<file path="config.mk">
export PLATFORM = sky130hd
export DESIGN_NAME = htvg_div
export DESIGN_NICKNAME = d
export VERILOG_FILES = /design/src/rtl/htvg_pkg.sv /design/src/rtl/htvg_div.sv
export VERILOG_INCLUDE_DIRS = /design/src /design/src/rtl
export SDC_FILE = /design/constraint.sdc
export NUM_CORES = 1
export LEC_CHECK = 0
export ABC_CLOCK_PERIOD_IN_PS = 18950
export BUFFER_PORTS_ARGS = -buffer_cell sky130_fd_sc_hd__buf_4
export CORE_MARGIN = 4
export CORE_UTILIZATION = 50
export CTS_CLUSTER_DIAMETER = 200
export DETAILED_ROUTE_END_ITERATION = 7
export PLACE_DENSITY = 0.63
export SYNTH_ARGS = -nofsm -noshare
export SYNTH_HDL_FRONTEND = slang
export SYNTH_SLANG_ARGS = --single-unit
export TNS_END_PERCENT = 20
</file>
<file path="constraint.sdc">
create_clock -name i_clk -period 18.95 [get_ports i_clk]
set_clock_uncertainty 0.2 [all_clocks]
set_input_delay 0.9475 -clock i_clk [delete_from_list [all_inputs] [get_ports i_clk]]
set_output_delay 0.9475 -clock i_clk [all_outputs]
set_load 0.01 [all_outputs]
</file>
<file path="src/rtl/helix_tube_vertex_generator_core_macros.svh">
// Assertion macros shared by the block's modules.
// They expect the clock i_clk and the active-low reset i_rst_n in scope.
`ifndef HELIX_TUBE_VERTEX_GENERATOR_CORE_MACROS_SVH
`define HELIX_TUBE_VERTEX_GENERATOR_CORE_MACROS_SVH

// Consequence must hold in the same cycle as the antecedent.
`define HTVG_ASSERT_IMPL(lbl, ante, cons, msg) \
    lbl: assert property (@(posedge i_clk) disable iff (!i_rst_n) (ante) |-> (cons)) \
        else $error(msg);

// Consequence must hold in the cycle after the antecedent.
`define HTVG_ASSERT_NEXT(lbl, ante, cons, msg) \
    lbl: assert property (@(posedge i_clk) disable iff (!i_rst_n) (ante) |=> (cons)) \
        else $error(msg);

`endif

</file>
<file path="src/rtl/htvg_pkg.sv">
package htvg_pkg;

    localparam int RADIAL_SEGMENTS_DEF = 16;
    localparam int HELIX_SEGMENTS_DEF  = 200;

    localparam logic [15:0] DefOuter = 16'd1600;
    localparam logic [15:0] DefWire  = 16'd160;
    localparam logic [15:0] DefFree  = 16'd3200;
    localparam logic [7:0]  DefCoils = 8'd8;

    localparam int PAddrW = 4;

    // Ring divider: 26-bit dividends cover ring * coils * 1024 and ring * free length.
    localparam int DivW = 26;

    localparam int SinDepth = 1024;
    localparam logic [9:0] QuarterTurn = 10'd256;
    localparam logic [63:0] PiQ30 = 64'd3373259426;

    // Reciprocals 2^64 / ((2n)(2n+1)), rounded up, for the Taylor series terms.
    // The products stay far below 2^64, so the quotients are exact.
    localparam logic [127:0] TaylorRecip [10] = '{
        ((128'd1 << 64) + 128'd5) / 128'd6,
        ((128'd1 << 64) + 128'd19) / 128'd20,
        ((128'd1 << 64) + 128'd41) / 128'd42,
        ((128'd1 << 64) + 128'd71) / 128'd72,
        ((128'd1 << 64) + 128'd109) / 128'd110,
        ((128'd1 << 64) + 128'd155) / 128'd156,
        ((128'd1 << 64) + 128'd209) / 128'd210,
        ((128'd1 << 64) + 128'd271) / 128'd272,
        ((128'd1 << 64) + 128'd341) / 128'd342,
        ((128'd1 << 64) + 128'd419) / 128'd420
    };

    typedef enum logic [1:0] {
        REG_OUTER = 2'd0,
        REG_WIRE  = 2'd1,
        REG_FREE  = 2'd2,
        REG_COILS = 2'd3
    } t_reg_idx;

    // Spring as used by the datapath, already replaced by defaults if invalid.
    typedef struct packed {
        logic [15:0] hr;
        logic [15:0] wd;
        logic [15:0] fl;
        logic [7:0]  cc;
    } t_spring;

    typedef struct packed {
        logic [9:0]         theta;
        logic [7:0]         ring;
        logic signed [16:0] yc;
    } t_ring;

    typedef logic signed [15:0] t_sin_tab [SinDepth];

    function automatic logic signed [15:0] quarter_sine(int unsigned k);
        logic [63:0] x;
        logic [63:0] x2;
        logic [63:0] term;
        logic [63:0] pos;
        logic [63:0] neg;
        logic [63:0] r;
        x = (64'(k) * PiQ30) >> 9;
        x2 = (x * x) >> 30;
        term = x;
        pos = x;
        neg = 64'd0;
        for (int n = 1; n <= 10; n++) begin
            term = (term * x2) >> 30;
            term = 64'((128'(term) * TaylorRecip[n - 1]) >> 64);
            if (n % 2 == 1) begin
                neg = neg + term;
            end else begin
                pos = pos + term;
            end
        end
        r = (pos - neg + 64'd32768) >> 16;
        return 16'(r);
    endfunction

    function automatic t_sin_tab build_sin_tab();
        t_sin_tab t;
        logic signed [15:0] s;
        for (int k = 0; k < SinDepth; k++) begin
            t[k] = 16'sd0;
        end
        for (int k = 0; k <= 256; k++) begin
            s = quarter_sine(k);
            t[k] = s;
            t[512 - k] = s;
            t[(512 + k) % SinDepth] = -s;
            t[(1024 - k) % SinDepth] = -s;
        end
        t[0] = 16'sd0;
        t[512] = 16'sd0;
        return t;
    endfunction

    localparam t_sin_tab SinTab = build_sin_tab();

endpackage

</file>
<file path="src/rtl/htvg_div.sv">
`include "helix_tube_vertex_generator_core_macros.svh"

module htvg_div #(
    parameter int HELIX_SEGMENTS = htvg_pkg::HELIX_SEGMENTS_DEF
) (
    input  logic            i_clk,
    input  logic            i_rst_n,
    input  logic            i_in_valid,
    output logic            o_in_ready,
    input  logic [7:0]      i_ring_index,
    input  htvg_pkg::t_spring i_spring,
    output logic            o_ring_valid,
    input  logic            i_ring_take,
    output htvg_pkg::t_ring o_ring
);
    import htvg_pkg::*;

    localparam int DivShift = DivW + $clog2(HELIX_SEGMENTS);
    localparam int ProdW    = 2 * DivW + 1;
    localparam logic [DivW:0] Recip =
        (DivW + 1)'(((64'd1 << DivShift) + 64'(HELIX_SEGMENTS - 1)) / 64'(HELIX_SEGMENTS));
    localparam logic [7:0] RingMax = (HELIX_SEGMENTS < 256) ? 8'(HELIX_SEGMENTS) : 8'd255;

    logic              r_busy;
    logic              r_done;
    logic [DivW-1:0]   r_na;
    logic [DivW-1:0]   r_nb;
    logic [ProdW-1:0]  r_pa;
    logic [ProdW-1:0]  r_pb;
    logic [7:0]        r_ring;

    logic [7:0]        ring_sat;
    logic [15:0]       prod_cc;
    logic [23:0]       prod_fl;
    logic              accept;

    assign accept   = i_in_valid && o_in_ready;
    assign ring_sat = (i_ring_index > RingMax) ? RingMax : i_ring_index;
    assign prod_cc  = 16'(ring_sat) * 16'(i_spring.cc);
    assign prod_fl  = 24'(ring_sat) * 24'(i_spring.fl);

    // Division by the constant ring count as a multiplication by its rounded-up
    // reciprocal; the dividends are narrow enough for the quotients to be exact.
    always_ff @(posedge i_clk) begin
        if (!i_rst_n) begin
            r_busy <= 1'b0;
            r_done <= 1'b0;
        end else if (accept) begin
            r_busy <= 1'b1;
            r_na   <= {prod_cc, 10'b0};
            r_nb   <= DivW'(prod_fl);
            r_ring <= ring_sat;
        end else if (r_busy) begin
            r_busy <= 1'b0;
            r_done <= 1'b1;
            r_pa   <= ProdW'(r_na) * ProdW'(Recip);
            r_pb   <= ProdW'(r_nb) * ProdW'(Recip);
        end else if (r_done && i_ring_take) begin
            r_done <= 1'b0;
        end
    end

    assign o_in_ready   = !r_busy && !r_done;
    assign o_ring_valid = r_done;
    assign o_ring.theta = r_pa[DivShift +: 10];
    assign o_ring.ring  = r_ring;
    assign o_ring.yc    = $signed({1'b0, r_pb[DivShift +: 16]}) -
                          $signed({2'b00, i_spring.fl[15:1]});

    `HTVG_ASSERT_IMPL(a_busy_done_excl, r_busy, !r_done, "divider busy and done together")
    `HTVG_ASSERT_NEXT(a_start_busy, accept, r_busy, "divider did not start")
    `HTVG_ASSERT_NEXT(a_finish_done, r_busy, r_done && !r_busy, "divider did not finish")
    `HTVG_ASSERT_NEXT(a_done_hold, r_done && !i_ring_take, r_done, "ring result was dropped")

endmodule

</file>
==> results by group <==
Outcome
  • Status: finished clean

STA
  • Final Cycle Share: 39.26%
  • Max-slew violation count: 0
  • Final setup viols: 0
  • Slew headroom: 54.31%
  • Slew of the pin with the lowest slew margin: 678.2 ps
  • Post-route setup slack: 11510 ps
  • Final Hold Vio Count: 0
  • Fmax: 134.4 MHz
  • Setup TNS: 0 ps
  • RSZ-0062 raised after global routing: false
  • Min Tclk post-route: 7440 ps

Floorplanning
  • Initial core utilization: 50.78%
  • Row count: 78
  • Total die area: 49800 sq um
  • Die height: 223.2 microns
  • Die Width: 223.2 microns
  • I/O pins: 105
  • Core area: 45580 sq um

Worst setup path
  • Startpoint types: register
  • CP Class: reg2reg
  • Critical path capture point type: register
  • Worst path buffer plus inverter count: 6
  • Max incr delay on CP: 660 ps
  • Crit-path leading delay family: adder cells
  • Worst Path Required: 18930 ps
  • Cell mode on critical path: fa_1
  • Crit-path max FO: 9
  • Crit path cell chain: inv_1 -> fa_1 -> inv_1 -> fa_1 -> inv_1 -> fa_1 -> fa_1 -> inv_1 -> fa_1 -> fa_1 -> inv_1 -> fa_1 -> inv_1 -> ha_1 -> a21o_1 -> a21oi_1 -> o21ai_0 -> a31oi_1 -> o22ai_1 -> o21ai_0 -> nand2_1 -> and4_1 -> nor3_1
  • CP Data Arrival Time: 7420 ps
  • Slowest CP cell: edfxtp_1

CTS
  • Num CTS Buffers: 9
  • CTS Hold Bufs: 0
  • Clock buffer depth: 2
  • # resized after CTS: 0
  • Clock Latency Late Sink: 370 ps
  • Post-CTS setup buffers: 0
  • CTS Sinks: 76
  • CTS Root Cell: clkbuf_16
  • CTS tree: built
  • Htree depth: 3
  • CTS clk-pin slew, worst paths: 70 ps

Global routing
  • First-pass GRT wire length: 85.98 mm
  • Met2 GRT Util: 37.01%
  • GRT met1 Usage: 29.87%
  • Most Used Layer, Global Route: met2
  • Initial antenna violation count: 0
  • Pin count of the biggest net entering global routing: 49
  • Gr ovfl total: 0
  • Tot GR Track Use: 21.71%
  • Vias in the first global route: 16720
  • GR Util met3: 3.724%

Routing
  • Via count: 15100
  • Detail Route Antenna Nets: 0
  • WL/cell: 17.55 microns
  • DRC Markers: 0
  • DR iter-0 viols: 629
  • Via density: 5.143
  • Final wirelength: 51.52 mm
  • 1st-pass router iterations: 5

Synthesis
  • Mean post-synth cell area: 10.22 sq um
  • Most common cell in the netlist: inv_1
  • Top FF cell, synth: edfxtp_1
  • Ys async rst share: 0%
  • EDFF count, synth: 74
  • Synthesized flop and latch total: 76
  • Unique masters post-synth: 60
  • Mapped Cells: 2265
  • Synth cell count leaders: inv_1, ha_1, fa_1
  • Leading post-synthesis cells by cell area: fa_1, ha_1, inv_1
  • YS warnings: 0
  • Share of the synthesized area in the top cell type: 37.63%
  • Largest area contributor in the netlist: fa_1
  • Syn nets: 3237
  • Syn Std Cell Area: 23140 sq um
  • Post-synthesis sequential area ratio: 9.774%

Cells and area
  • # nets final: 3303
  • Share of layout cells above drive strength 1: 5.351%
  • Area delta synth->final: 6.747%
  • Ant. Diodes: 0

Hold path
  • Hold Crit Class: reg2reg

Placement
  • Worst slack, placed: 11460 ps
  • IO Port Bufs: 72
  • Dpl hpwl: 44.71 mm
  • Final weighted congestion of routability-driven global placement: 0.9075

Flow run
  • Max Cap Viol: 0
-- metrics by stage --
stage,std cells,util [%],hold slack (ps),cell area (sq um)
after floorplan,2265,-,255.0,23140
after global placement,2920,53.55,267.9,24400
after detailed placement,2920,53.55,281.5,24400
after CTS,2936,54.21,298.4,24710
after global routing,2936,54.21,334.0,24710
final,2936,54.21,295.5,24710
-- sequential cells by signal, summed over array words and instances, names as in the netlist --
signal	cells
r_nb	24
r_na	16
r_pb	16
r_pa	10
r_ring	8
o_ring_valid	1
r_busy	1
-- logic make-up after synthesis --
| group | count (synthesis) | share of synthesized area [%] |
|---|---|---|
| compound gates | 173 | 5.222 |
| buf+inv | 656 | 10.64 |
| xor+xnor | 78 | 2.952 |
| flops | 76 | 9.774 |
| fa+ha+maj | 904 | 62.98 |
| simple gates | 378 | 8.433 |
-- worst register-to-register path: stages, from the launching register on --
cell and delay [ps]:
edfxtp_1 660, inv_1 190, fa_1 530, inv_1 80, fa_1 530, inv_1 50
fa_1 460, fa_1 520, inv_1 60, fa_1 450, fa_1 530, inv_1 50
fa_1 470, inv_1 40, ha_1 310, a21o_1 170, a21oi_1 210, o21ai_0 120
a31oi_1 480, o22ai_1 260, o21ai_0 270, nand2_1 150, and4_1 230, nor3_1 250
-- area by class of cell --
| class | count | area, sq um |
|---|---|---|
| fill | 4089 | 20870 |
| multi-input combinational | 1533 | 18430 |
| inverter | 632 | 2372 |
| sequential | 76 | 2262 |
| tap | 600 | 750.7 |
| timing repair buffer | 79 | 593.1 |
| clock buffer | 9 | 225.2 |
| clock inverter | 7 | 76.32 |
-- cells in the final DEF (no fill, tap or decap), types with 3 or more instances in the layout --
cell type  instances
inv_6              3
xor2_1            22
edfxtp_1          74
nor4_1             3
or2_2              7
inv_8              3
a21oi_1           47
o21a_1            15
ha_1             469
a211oi_1          10
o21ai_1            5
and2_1           119
nand2_1          111
buf_4             79
and3_1             6
a31oi_1            6
a21oi_2            5
nand4_1            9
xnor2_1           56
nand3_1           18
clkbuf_16          9
and4_1             3
a21o_1            22
o31ai_1            4
a211o_1            3
nor2_1            55
inv_1            632
o21ai_0           18
nor3_1            16
fa_1             435
o21bai_1           7
o2111ai_1          4
nor2b_1           12
nand2b_1           3
-- routing by layer --
| metal | share of wire, % | vias to the layer above | routed length, microns |
|---|---|---|---|
| met1 | 46 | 7640 | 23590 |
| met2 | 49 | 243 | 24990 |
| li1 | - | 7177 | - |
| met3 | 4.4 | 41 | 2271 |
| met4 | 1.3 | 0 | 669 |
| met5 | 0 | - | 0 |
-- worst paths after layout --
kind,from,to,slack (ps),cells past startpoint
setup / recovery,r_nb[7],r_pb[49],11510,23
hold / removal,r_busy,o_ring_valid,300,1
setup reg to reg,r_nb[7],r_pb[49],11510,23
hold reg to reg,r_busy,o_ring_valid,300,1
Power is left out: the tool's default activity adds up to more than one toggle a clock period on the data nets, which glitch-free logic cannot reach.
